==> config.mk <==
export PLATFORM = sky130hd
export DESIGN_NAME = ssc_frame
export DESIGN_NICKNAME = d
export VERILOG_FILES = /design/src/ssc_pkg.sv /design/src/ssc_frame.sv
export VERILOG_INCLUDE_DIRS = /design/src /design/src/src
export SDC_FILE = /design/constraint.sdc
export NUM_CORES = 1
export LEC_CHECK = 0
export ABC_AREA = 1
export BUFFER_PORTS_ARGS = -buffer_cell sky130_fd_sc_hd__buf_4
export CAP_MARGIN = 20
export CORE_MARGIN = 5
export CORE_UTILIZATION = 50
export DETAILED_ROUTE_END_ITERATION = 7
export PLACE_DENSITY = 0.77
export SETUP_SLACK_MARGIN = 0.1
export SLEW_MARGIN = 15
export SYNTH_ARGS = -nofsm -noshare
export SYNTH_HDL_FRONTEND = slang
export SYNTH_SLANG_ARGS = --single-unit
==> constraint.sdc <==
create_clock -name clk -period 2.28 [get_ports clk]
set_input_delay 0.114 -clock clk [delete_from_list [all_inputs] [get_ports clk]]
set_output_delay 0.114 -clock clk [all_outputs]
set_load 0.005 [all_outputs]
==> src/sensor_scratchpad_checker_macros.svh <==
// Assertion macros shared by the scratchpad checker modules.
// Each macro expects signals named clk and rst_n in the scope of use.
`ifndef SENSOR_SCRATCHPAD_CHECKER_MACROS_SVH
`define SENSOR_SCRATCHPAD_CHECKER_MACROS_SVH

// Implication within the same cycle.
`define SSC_ASSERT_NOW(label, ante, cons, msg) \
    label: assert property (@(posedge clk) disable iff (!rst_n) (ante) |-> (cons)) \
        else $error(msg);

// Implication checked in the next cycle.
`define SSC_ASSERT_NEXT(label, ante, cons, msg) \
    label: assert property (@(posedge clk) disable iff (!rst_n) (ante) |=> (cons)) \
        else $error(msg);

`endif

==> src/ssc_pkg.sv <==
`default_nettype none

package ssc_pkg;

    // Number of leading scratchpad bytes covered by the CRC (1 to 8).
    localparam int unsigned CRC_SPAN = 8;

    localparam logic [7:0] CRC_POLY_REFLECTED = 8'h8C;
    localparam logic [7:0] RES_FIELD_MASK     = 8'h60;
    localparam int unsigned RES_FIELD_SHIFT   = 5;

    localparam logic [3:0] POS_TEMP_LOW   = 4'd0;
    localparam logic [3:0] POS_TEMP_HIGH  = 4'd1;
    localparam logic [3:0] POS_ALARM_HIGH = 4'd2;
    localparam logic [3:0] POS_ALARM_LOW  = 4'd3;
    localparam logic [3:0] POS_CONFIG     = 4'd4;
    localparam logic [3:0] POS_LAST       = 4'd8;
    localparam logic [3:0] POS_IDLE       = 4'd9;

    // One decoded scratchpad frame.
    typedef struct packed {
        logic [15:0] temperature_sixteenths;
        logic [11:0] whole_degrees;
        logic [3:0]  fraction_sixteenths;
        logic [7:0]  high_alarm;
        logic [7:0]  low_alarm;
        logic [7:0]  config_byte;
        logic [1:0]  resolution_index;
        logic        crc_ok;
        logic [7:0]  computed_crc;
    } ssc_result_t;

endpackage

`default_nettype wire

==> src/ssc_frame.sv <==
`default_nettype none

`include "sensor_scratchpad_checker_macros.svh"

module ssc_frame
    import ssc_pkg::*;
(
    input  wire logic        clk,
    input  wire logic        rst_n,
    input  wire logic        accept,
    input  wire logic [7:0]  byte_value,
    input  wire logic        frame_start,
    output logic             produce,
    output ssc_result_t      result
);

    logic [3:0] pos_reg, pos_next;
    logic [7:0] crc_reg, crc_next;
    logic [7:0] temp_low_reg, temp_low_next;
    logic [7:0] temp_high_reg, temp_high_next;
    logic [7:0] alarm_high_reg, alarm_high_next;
    logic [7:0] alarm_low_reg, alarm_low_next;
    logic [7:0] config_reg, config_next;

    logic [3:0]  eff_pos;
    logic [7:0]  crc_base;
    logic [7:0]  crc_byte;
    logic [15:0] raw;
    logic [1:0]  res;
    logic [3:0]  keep_mask;

    // Reflected CRC-8 over one byte, least significant bit first.
    function automatic logic [7:0] crc8_byte(input logic [7:0] crc, input logic [7:0] b);
        logic [7:0] c;
        c = crc ^ b;
        for (int k = 0; k < 8; k++) begin
            if (c[0])
                c = (c >> 1) ^ CRC_POLY_REFLECTED;
            else
                c = c >> 1;
        end
        return c;
    endfunction

    always_comb
    begin
        eff_pos  = frame_start ? POS_TEMP_LOW : pos_reg;
        crc_base = frame_start ? 8'h00 : crc_reg;
        crc_byte = crc8_byte(crc_base, byte_value);

        pos_next        = pos_reg;
        crc_next        = crc_reg;
        temp_low_next   = temp_low_reg;
        temp_high_next  = temp_high_reg;
        alarm_high_next = alarm_high_reg;
        alarm_low_next  = alarm_low_reg;
        config_next     = config_reg;
        produce         = 1'b0;

        if (accept && (eff_pos < POS_IDLE)) begin
            if (eff_pos < 4'(CRC_SPAN) && eff_pos < POS_LAST)
                crc_next = crc_byte;
            else
                crc_next = crc_base;

            case (eff_pos)
                POS_TEMP_LOW:   temp_low_next   = byte_value;
                POS_TEMP_HIGH:  temp_high_next  = byte_value;
                POS_ALARM_HIGH: alarm_high_next = byte_value;
                POS_ALARM_LOW:  alarm_low_next  = byte_value;
                POS_CONFIG:     config_next     = byte_value;
                default:        ;
            endcase

            if (eff_pos < POS_LAST) begin
                pos_next = eff_pos + 4'd1;
            end
            else begin
                pos_next = POS_IDLE;
                produce  = 1'b1;
            end
        end
        else if (accept) begin
            // A start byte always lands in the branch above, so only the idle
            // position reaches here and it is left as it is.
            pos_next = pos_reg;
        end
    end

    // Result decode from the stored bytes; only sampled on the last byte.
    always_comb
    begin
        raw = {temp_high_reg, temp_low_reg};
        res = 2'((config_reg & RES_FIELD_MASK) >> RES_FIELD_SHIFT);
        case (res)
            2'd0:    keep_mask = 4'b1000;
            2'd1:    keep_mask = 4'b1100;
            2'd2:    keep_mask = 4'b1110;
            default: keep_mask = 4'b1111;
        endcase

        result.temperature_sixteenths = {raw[15:4], raw[3:0] & keep_mask};
        result.whole_degrees          = raw[15:4];
        result.fraction_sixteenths    = raw[3:0] & keep_mask;
        result.high_alarm             = alarm_high_reg;
        result.low_alarm              = alarm_low_reg;
        result.config_byte            = config_reg;
        result.resolution_index       = res;
        result.crc_ok                 = (crc_reg == byte_value);
        result.computed_crc           = crc_reg;
    end

    always_ff @(posedge clk or negedge rst_n)
    begin
        if (!rst_n) begin
            pos_reg        <= POS_TEMP_LOW;
            crc_reg        <= 8'h00;
            temp_low_reg   <= 8'h00;
            temp_high_reg  <= 8'h00;
            alarm_high_reg <= 8'h00;
            alarm_low_reg  <= 8'h00;
            config_reg     <= 8'h00;
        end
        else begin
            pos_reg        <= pos_next;
            crc_reg        <= crc_next;
            temp_low_reg   <= temp_low_next;
            temp_high_reg  <= temp_high_next;
            alarm_high_reg <= alarm_high_next;
            alarm_low_reg  <= alarm_low_next;
            config_reg     <= config_next;
        end
    end

    `SSC_ASSERT_NOW(a_pos_in_range, 1'b1, pos_reg <= POS_IDLE, "byte position out of range")
    `SSC_ASSERT_NEXT(a_idle_after_result, produce, pos_reg == POS_IDLE, "not idle after a frame")
    `SSC_ASSERT_NEXT(a_idle_holds, accept && !frame_start && pos_reg == POS_IDLE,
        pos_reg == POS_IDLE && !produce, "idle position left without a start byte")
    `SSC_ASSERT_NEXT(a_start_restarts, accept && frame_start,
        pos_reg == POS_TEMP_HIGH, "start byte did not restart the frame")

endmodule

`default_nettype wire

==> results.sh, run 1 <==
export IMPL_vdd_ir_drop_worst_v=0.000485
export IMPL_synthesis_yosys_warnings=0
export IMPL_hp_class="primary input to flop"
export IMPL_grt_max_degree=53
export IMPL_p_leak_nw=1.76
export IMPL_min_period_ps=1940
export IMPL_cp_num_buf_inv=3
export IMPL_hp_start="accept"
export IMPL_grt_overflow=0
export IMPL_drc_errors=0
export IMPL_hold_violations=0
export IMPL_p_per_area_nw_per_um2=1230
export IMPL_io_pins=80
export IMPL_fin_setup_tns_ps=0
export IMPL_synth_nets=345
export IMPL_slowest_stage="dfrtp_1"
export IMPL_grtUsageMet2_pct=29.9
export IMPL_place_congestion=0.864
export IMPL_setup_worst_path_start_class="flop"
export IMPL_cts_sinks=52
export IMPL_met3_usage_pct=3.98
export IMPL_area_delta_synth_final_pct=20.0
export IMPL_r2r_cells=8
export IMPL_antenna_found_initial=0
export IMPL_numCtsBuffers=5
export IMPL_rsz0062_at_grt="false"
export IMPL_ys_seq_elements=52
export IMPL_clk_path_buf_depth=2
export IMPL_start_util_pct=51.4
export IMPL_grt_met1_usage_pct=27.3
export IMPL_p_total_w=0.00418
export IMPL_dr_first_iter_drc_count=164
export IMPL_dieArea_um2=7260
export IMPL_fmax_mhz=515
export IMPL_crit_family="buffers and inverters"
export IMPL_fp_dieW_um=85.2
export IMPL_num_rows=27
export IMPL_maxCapViolCount=0
export IMPL_worstPathRequired_ps=2170
export IMPL_worstHoldPathCells=3
export IMPL_ant_nets=0
export IMPL_critPathLaunch="pos_reg[0]$_DFFE_PN0P_"
export IMPL_grt_first_pass_wirelength_um=11400
export IMPL_avgSynthCellArea_um2=8.62
export IMPL_cts_tree="built"
export IMPL_fp_dieH_um=85.2
export IMPL_final_setup_viol_count=0
export IMPL_netlist_instances=328
export IMPL_pwr_share_seq_pct=39.8
export IMPL_status="complete, no violations"
export IMPL_busiest_layer="met2"
export IMPL_switching_share_pct=35.0
export IMPL_core_area_um2=5510
export IMPL_cts_setup_buffers=0
export IMPL_min_period_over_period_pct=85.2
export IMPL_slew_headroom_pct=57.1
export IMPL_slew_violations=0
export IMPL_path_clk_slew_ps=80
export IMPL_vias=2382
export IMPL_r2r_start="pos_reg[0]$_DFFE_PN0P_"
export IMPL_fin_hold_ws_ps=120
export IMPL_drt_pass1_iter_count=4
export IMPL_synth_cell_type_count=34
export IMPL_vias_per_cell=5.22
export IMPL_seq_area_frac_synth_pct=46.0
export IMPL_arrival_ps=1830
export IMPL_worstPathMaxFanout=4
export IMPL_max_slew_worst_pin_slew_ps=643
export IMPL_grt_use_total_pct=19.5
export IMPL_layout_drive_gt1_share_pct=28.1
export IMPL_p_comb_share_pct=42.6
export IMPL_io_buffer_count=79
export IMPL_wl_per_cell_um=14.8
export IMPL_cts_resized=0
export IMPL_worstPathCellList="inv_1 -> nor2_1 -> inv_1 -> ha_1 -> a31oi_4 -> nor2_1 -> buf_4"
export IMPL_nets=401
export IMPL_hold_buffers=1
export IMPL_cts_root_buffer="clkbuf_8"
export IMPL_dpl_hpwl_um=4990
export IMPL_n_antenna_cell=0
export IMPL_htree_levels=2
export IMPL_reg2reg_to="pos_reg[2]$_DFFE_PN0P_"
export IMPL_slowest_delay_ps=340
export IMPL_critPathKind="flop to primary output"
export IMPL_worstSkewPairLatency_ps=310
export IMPL_cp_end_kind="primary output"
export IMPL_syn_area_um2=2830
export IMPL_drt_total_wl_um=6750
export IMPL_hold_path_end="pos_reg[3]$_DFFE_PN0P_"
export IMPL_p_int_w=0.00272
export IMPL_worst_r2r_setup_slack_ps=400
export IMPL_switchingPower_w=0.00146
export IMPL_p_clk_share_pct=17.6
export IMPL_finalClockSkew_ps=12.0
export IMPL_crit_cells=7
export IMPL_grt_pass1_vias=2246
through the flow:
stage / cell area, um2 / utilization, % / std cells / worst slack, ps
after detailed placement: 3250 / 59.1 / 448 / 478
after CTS: 3390 / 61.6 / 456 / 361
after global routing: 3390 / 61.6 / 456 / 218
after global placement: 3250 / 59.1 / 448 / 636
final: 3390 / 61.6 / 456 / 337
after floorplan: 2830 / - / 328 / 647
layer usage:
layer / wire [um] / up-vias / share of wire (%)
li1: - / 1154 / -
met1: 2910 / 1113 / 43
met2: 3090 / 108 / 46
met3: 674 / 7 / 10
met4: 75 / 0 / 1.1
met5: 0 / - / 0
logic make-up after synthesis:
family	count (synthesis)	synth area share (%)
AO/OA/AOI/OAI	62	12.0
adder cells (fa/ha/maj)	5	2.21
buffers and inverters	61	13.2
AND/OR/NAND/NOR	142	24.6
flip-flops	52	46.0
XOR/XNOR	6	1.86
area by class of cell:
type	instances	area, um2
Tap cell	72	90.1
Fill cell	482	2110
Timing Repair Buffer	80	603
Inverter	30	118
Clock buffer	5	68.8
Multi-Input combinational cell	215	1150
Clock inverter	2	60.1
Sequential cell	52	1300
power by group through the flow:
stage	registers (W)	clock network, W	logic (W)
after global routing	0.00173	0.000780	0.00199
after CTS	0.00166	0.000737	0.00181
after global placement	0.00167	0	0.00174
after floorplan	0.00164	0	0.00105
after detailed placement	0.00168	0	0.00179
final	0.00166	0.000734	0.00178
worst max-delay path by stage:
stage                              to  slack, ps
6_report                      produce        340
5_1_grt                       produce        220
4_1_cts                       produce        360
3_5_place_dp   pos_reg[2]$_DFFE_PN0P_        480
3_3_place_gp   pos_reg[2]$_DFFE_PN0P_        640
2_1_floorplan  pos_reg[2]$_DFFE_PN0P_        650
Yosys cell counts (all sizes together):
library cell	n	share of area [%]
and3	1	0.22
nand3b	3	0.80
clkinv	2	0.27
xnor2	2	0.62
ha	5	2.2
o211ai	1	0.27
nand4	7	3.7
dfrtp	52	46
o21ai	51	9.2
a31oi	3	1.2
nor2	9	1.6
o22ai	2	0.44
or2	1	0.22
buf	31	9.1
a21oi	4	0.71
inv	28	3.9
nand2	104	14
nand3	16	3.8
o21a	1	0.27
xor2	4	1.2
nor4	1	0.22
layout by cell type (no fill, tap or decap):
cell type / count
clkbuf_8: 5
o21ai_1: 33
dfrtp_1: 52
nor4_1: 1
inv_4: 2
and3_1: 1
o21ai_0: 17
o21a_1: 1
nand2_1: 101
a31oi_4: 1
ha_1: 5
inv_2: 3
buf_4: 79
o21ai_2: 1
nor2_4: 1
bufinv_16: 2
nand4_4: 4
a31oi_1: 2
nor2_1: 6
nor2_2: 2
inv_1: 23
clkinv_1: 2
nand3_2: 3
a21oi_1: 4
nand2_2: 3
or2_2: 1
o22ai_1: 2
nand4_1: 3
xor2_1: 4
dlygate4sd3_1: 1
o211ai_1: 1
nand3b_1: 3
nand3_1: 12
nand3_4: 1
xnor2_1: 2
tightest hold or removal path: stages:
cell and delay [ps]:
buf_4 130, inv_2 70, a21oi_1 70
(Power assumes the default switching activity.)
==> inputs of run 2 (changes only) <==
--- a/config.mk
+++ b/config.mk
@@ -10,9 +10,8 @@
 export BUFFER_PORTS_ARGS = -buffer_cell sky130_fd_sc_hd__buf_4
 export CAP_MARGIN = 20
 export CORE_MARGIN = 5
-export CORE_UTILIZATION = 50
+export CORE_UTILIZATION = 40
 export DETAILED_ROUTE_END_ITERATION = 7
-export PLACE_DENSITY = 0.77
 export SETUP_SLACK_MARGIN = 0.1
 export SLEW_MARGIN = 15
 export SYNTH_ARGS = -nofsm -noshare
==> run 2 against run 1 <==
First-iteration DRC count decreased by 13%. Cell area decreased by 0.37%. Core utilization shrank 12 points. Worst setup slack better by 93 ps. Clock skew down 5.3 ps. Non-clock buffer count unchanged. Sequential power is essentially flat. Wire length rose by 2.3%. Sequential share of layout area rose by 0.14 points. Clock power is 28% lower. Cell count is 5.5% higher. Flip-flop and latch count unchanged. Critical endpoint unchanged.
==> results.sh, run 2 (synthesis results as in run 1) <==
export IMPL_worstPathMaxFanout=4
export IMPL_cp_end_kind="primary output"
export IMPL_numCtsBuffers=5
export IMPL_hold_violations=0
export IMPL_min_period_ps=1850
export IMPL_final_cell_mix="101 x nand2_1, 79 x buf_4, 52 x dfrtp_1, 33 x o21ai_1, 23 x inv_1"
export IMPL_drc_errors=0
export IMPL_worstSkewPairLatency_ps=310
export IMPL_hold_buffers=1
export IMPL_status="complete, no violations"
export IMPL_vias_per_cell=4.75
export IMPL_rsz0062_at_grt="false"
export IMPL_dr_first_iter_drc_count=142
export IMPL_drt_pass1_iter_count=4
export IMPL_maxCapViolCount=0
export IMPL_worstPathRequired_ps=2170
export IMPL_nets=401
export IMPL_grt_overflow=0
export IMPL_area_delta_synth_final_pct=19.6
export IMPL_min_period_over_period_pct=81.2
export IMPL_wl_per_cell_um=14.4
export IMPL_slew_headroom_pct=55.7
export IMPL_final_common_cell="nand2_1"
export IMPL_final_setup_viol_count=0
export IMPL_grt_pass1_vias=2202
export IMPL_finalClockSkew_ps=6.70
export IMPL_hp_class="primary input to flop"
export IMPL_vias=2286
export IMPL_htree_levels=2
export IMPL_fp_dieW_um=94.1
export IMPL_dieArea_um2=8850
export IMPL_p_leak_nw=1.74
export IMPL_critPathKind="flop to primary output"
export IMPL_core_area_um2=6830
export IMPL_max_slew_worst_pin_slew_ps=664
export IMPL_dpl_hpwl_um=5090
export IMPL_path_clk_slew_ps=90
export IMPL_cts_resized=0
export IMPL_fin_util_pct=49.5
export IMPL_antenna_found_initial=0
export IMPL_cts_sinks=52
export IMPL_r2r_cells=8
export IMPL_num_rows=30
export IMPL_worst_slack_ps=430
export IMPL_drt_total_wl_um=6900
export IMPL_io_buffer_count=79
export IMPL_fin_setup_tns_ps=0
export IMPL_n_antenna_cell=0
export IMPL_clk_path_buf_depth=2
export IMPL_critPathLaunch="pos_reg[0]$_DFFE_PN0P_"
export IMPL_grt_first_pass_wirelength_um=11400
export IMPL_reg2reg_to="pos_reg[2]$_DFFE_PN0P_"
export IMPL_layout_drive_gt1_share_pct=28.1
export IMPL_arrival_ps=1740
export IMPL_vdd_ir_drop_worst_v=0.000361
export IMPL_cts_setup_buffers=0
export IMPL_fmax_mhz=540
export IMPL_cts_root_buffer="clkbuf_8"
export IMPL_dp_slack_ps=564
export IMPL_grt_use_total_pct=16.5
export IMPL_setup_worst_path_end="produce"
export IMPL_setup_worst_path_start_class="flop"
export IMPL_place_congestion=0.870
export IMPL_grt_max_degree=53
export IMPL_slew_violations=0
export IMPL_p_per_area_nw_per_um2=1170
export IMPL_ant_nets=0
export IMPL_start_util_pct=41.4
export IMPL_fp_dieH_um=94.1
export IMPL_r2r_start="pos_reg[0]$_DFFE_PN0P_"
export IMPL_io_pins=80
export IMPL_cts_tree="built"
export IMPL_worst_r2r_setup_slack_ps=530
## run 2: per-stage QoR
stage	instance area [um2]	power [W]	cells	hold WS (ps)
6_report	3380	0.00396	481	102
5_1_grt	3380	0.00431	481	108
4_1_cts	3380	0.00402	481	92.6
3_5_place_dp	3280	0.00348	472	202
3_3_place_gp	3280	0.00343	472	192
2_1_floorplan	2830	0.00268	328	-182
## run 2: where the power goes
| part | internal, W | switching [W] |
|---|---|---|
| logic | 0.000958 | 0.000805 |
| clock network | 0.000220 | 0.000312 |
| registers | 0.00132 | 0.000342 |
| total | 0.00250 | 0.00146 |
## run 2: layout make-up
class / count / area (um2)
multi-input cells: 215 / 1150
inverters: 30 / 118
repair buffers: 80 / 603
flip-flops and latches: 52 / 1300
fillers: 699 / 3450
clock buffers: 6 / 72.6
well taps: 96 / 120
clock inverters: 2 / 13.8
## run 2: per-layer routing
layer | vias to the layer above | track usage, % | share of wire, %
met5 | - | 0 | 0
met4 | 0 | 6.50 | 1.8
met3 | 7 | 3.45 | 6.8
met2 | 67 | 25.4 | 46
met1 | 1056 | 22.6 | 45
li1 | 1156 | - | -
## run 2: worst min path at each step
stage | start | to | slack, ps | depth (start not counted)
3_3_place_gp | rst_n | crc_reg[7]$_DFFE_PN0P_ | 190 | 1
4_1_cts | accept | pos_reg[3]$_DFFE_PN0P_ | 90 | 3
6_report | accept | pos_reg[3]$_DFFE_PN0P_ | 100 | 3
3_5_place_dp | rst_n | crc_reg[2]$_DFFE_PN0P_ | 200 | 1
2_1_floorplan | rst_n | alarm_high_reg[0]$_DFFE_PN0P_ | -180 | 0
5_1_grt | accept | pos_reg[3]$_DFFE_PN0P_ | 110 | 3
## run 2: worst max-delay path, cell delays in order (launching register included)
cell	delay, ps
dfrtp_1	330
inv_1	40
nor2_1	220
inv_1	140
ha_1	250
a31oi_4	220
nor2_1	80
buf_4	150
==> inputs of run 3 (changes only) <==
--- a/config.mk
+++ b/config.mk
@@ -12,6 +12,7 @@
 export CORE_MARGIN = 5
 export CORE_UTILIZATION = 40
 export DETAILED_ROUTE_END_ITERATION = 7
+export PLACE_DENSITY = 0.66
 export SETUP_SLACK_MARGIN = 0.1
 export SLEW_MARGIN = 15
 export SYNTH_ARGS = -nofsm -noshare
==> constraint.sdc (replaced) <==
create_clock -name clk -period 1.5 [get_ports clk]
set_input_delay 0.075 -clock clk [delete_from_list [all_inputs] [get_ports clk]]
set_output_delay 0.075 -clock clk [all_outputs]
set_load 0.005 [all_outputs]
==> run 3 against run 2 <==
The flow now finishes with violations (negative setup slack). Flip-flop and latch count did not move. Cell area rose by 22%. Die area did not move. Clock power rose by 82%. Core utilization rose by 11 points. Worst hold slack got worse by 15 ps. Clock skew rose by 3.5 ps. Non-clock buffer count rose by 34. Register-to-register slack got worse by 610 ps. Sequential power rose by 53%. Count of clock-buffer cells in the layout did not move. Combinational power rose by 110%. Critical path type unchanged. Critical endpoint is now result[8].
==> results.sh, run 3 (synthesis results as in run 1) <==
export IMPL_drt_total_wl_um=8260
export IMPL_crit_family="flip-flops"
export IMPL_setup_worst_path_start_class="flop"
export IMPL_fin_util_pct=60.4
export IMPL_fillers=591
export IMPL_slowest_stage="dfrtp_2"
export IMPL_final_cell_mix="104 x buf_4, 80 x nand2_1, 49 x dfrtp_1, 26 x o21ai_1"
export IMPL_drc_errors=0
export IMPL_worstPathCellList="buf_6 -> xnor2_2 -> nand3_2 -> nor4_2 -> buf_4"
export IMPL_num_rows=30
export IMPL_nets=442
export IMPL_vias=2662
export IMPL_cp_num_buf_inv=2
export IMPL_p_total_w=0.00712
export IMPL_min_period_ps=1660
export IMPL_switching_share_pct=37.5
export IMPL_fp_dieW_um=94.1
export IMPL_final_setup_viol_count=29
export IMPL_start_util_pct=41.4
export IMPL_cts_tree="built"
export IMPL_worst_slack_ps=-159
export IMPL_slowest_delay_ps=440
export IMPL_finalClockSkew_ps=10.2
export IMPL_p_leak_nw=2.00
export IMPL_maxCapViolCount=0
export IMPL_io_buffer_count=79
export IMPL_p_int_w=0.00445
export IMPL_layout_drive_gt1_share_pct=51.9
export IMPL_ant_nets=0
export IMPL_n_antenna_cell=0
export IMPL_cts_sinks=52
export IMPL_grt_use_total_pct=18.8
export IMPL_fp_dieH_um=94.1
export IMPL_worstPathRequired_ps=1420
export IMPL_p_clk_share_pct=13.6
export IMPL_p_per_area_nw_per_um2=1730
export IMPL_max_slew_worst_pin_slew_ps=649
export IMPL_hold_violations=0
export IMPL_switchingPower_w=0.00267
export IMPL_clk_path_buf_depth=2
export IMPL_status="finished with violations"
export IMPL_io_pins=80
export IMPL_slew_violations=0
export IMPL_vdd_ir_drop_worst_v=0.000667
export IMPL_wl_per_cell_um=15.8
export IMPL_rsz0062_at_grt="true"
export IMPL_hp_class="primary input to flop"
export IMPL_vias_per_cell=5.10
export IMPL_grt_max_degree=53
export IMPL_cts_root_buffer="clkbuf_8"
export IMPL_slew_headroom_pct=56.7
export IMPL_worstSkewPairLatency_ps=300
export IMPL_pwr_share_seq_pct=35.8
export IMPL_grt_first_pass_wirelength_um=13000
export IMPL_drt_pass1_iter_count=4
export IMPL_area_delta_synth_final_pct=46.0
export IMPL_final_common_cell="buf_4"
export IMPL_fin_setup_tns_ps=-1340
export IMPL_grt_pass1_vias=2605
export IMPL_arrival_ps=1580
export IMPL_numCtsBuffers=5
export IMPL_dpl_hpwl_um=5360
export IMPL_cp_end_kind="primary output"
export IMPL_fmax_mhz=603
export IMPL_dr_first_iter_drc_count=92
export IMPL_critPathKind="flop to primary output"
export IMPL_grt_overflow=0
export IMPL_path_clk_slew_ps=90
export IMPL_dieArea_um2=8850
export IMPL_p_comb_share_pct=50.6
export IMPL_min_period_over_period_pct=111
export IMPL_htree_levels=2
export IMPL_violations="negative setup slack"
export IMPL_antenna_found_initial=0
export IMPL_core_area_um2=6830
export IMPL_worstPathMaxFanout=2
export IMPL_place_congestion=0.866
[run 3: cell count changes in the layout (fill, tap and decap cells not counted), moves of 6 or more]
cell and change:
inv_1 -7, o21ai_0 -14, o21ai_1 -7, nand2_1 -21, buf_6 +9, buf_4 +25
o21ai_2 +21, nor2_4 +6, nand2_2 +19
[run 3: worst paths after layout]
check                                           from                        end  slack, ps  depth (start not counted)
setup / recovery              crc_reg[1]$_DFFE_PN0P_                  result[8]       -160                          5
hold / removal                                accept     pos_reg[3]$_DFFE_PN0P_         90                          3
setup reg to reg              pos_reg[0]$_DFFE_PN0P_  config_reg[0]$_DFFE_PN0P_        -80                         10
hold reg to reg            config_reg[4]$_DFFE_PN0P_  config_reg[4]$_DFFE_PN0P_        490                          2
max in group asynchronous                      rst_n     crc_reg[1]$_DFFE_PN0P_        680                          2
min in group asynchronous                      rst_n  config_reg[4]$_DFFE_PN0P_        340                          2
[run 3: area by class of cell]
type	count	area, um2	area share [%]
Sequential cell	52	1310	31.6
Timing Repair inverter	1	11.3	0.273
Timing Repair Buffer	114	892	21.6
Tap cell	96	120	2.91
Inverter	30	135	3.27
Clock inverter	2	38.8	0.940
Clock buffer	6	72.6	1.76
Multi-Input combinational cell	221	1550	37.6
[run 3: power by group through the flow]
| stage | registers, W | clock network (W) | logic (W) |
|---|---|---|---|
| floorplan | 0.00249 | 0 | 0.00164 |
| global placement | 0.00255 | 0 | 0.00280 |
| detailed placement | 0.00255 | 0 | 0.00288 |
| CTS | 0.00252 | 0.000995 | 0.00335 |
| global route | 0.00264 | 0.00105 | 0.00396 |
| finish | 0.00255 | 0.000968 | 0.00361 |
[run 3: worst reg2reg max path, stage by stage (launching register included)]
cell	delay, ps
dfrtp_1	350
inv_2	50
nor2_4	80
inv_2	60
ha_4	160
a31oi_4	210
buf_6	160
inv_12	50
buf_4	150
nand3_4	130
o21ai_2	70
[run 3: metal layers]
metal | vias up | global-route usage (%) | routed length (um)
met4 | 0 | 4.33 | 111
met2 | 103 | 32.2 | 4010
met1 | 1281 | 24.4 | 3560
li1 | 1265 | - | -
met3 | 13 | 3.77 | 577
met5 | - | 0 | 0
[run 3: timing repair]
item	CTS	global route
resized for setup	54	43
pin swaps	26	14
hold buffers	1	0
buffers inserted	16	3
endpoints found under the hold margin	52	0
cloned	7	0
endpoints found under the setup margin	51	51
[run 3: stage by stage]
stage / hold slack, ps / std cells / worst slack [ps] / cell area [um2]
2_1_floorplan: -221 / 328 / 11.1 / 2860
3_3_place_gp: 146 / 488 / 37.3 / 3430
3_5_place_dp: 147 / 488 / -12.9 / 3430
4_1_cts: 76.0 / 519 / -126 / 3960
5_1_grt: 88.7 / 522 / -196 / 4130
6_report: 87.0 / 522 / -159 / 4130
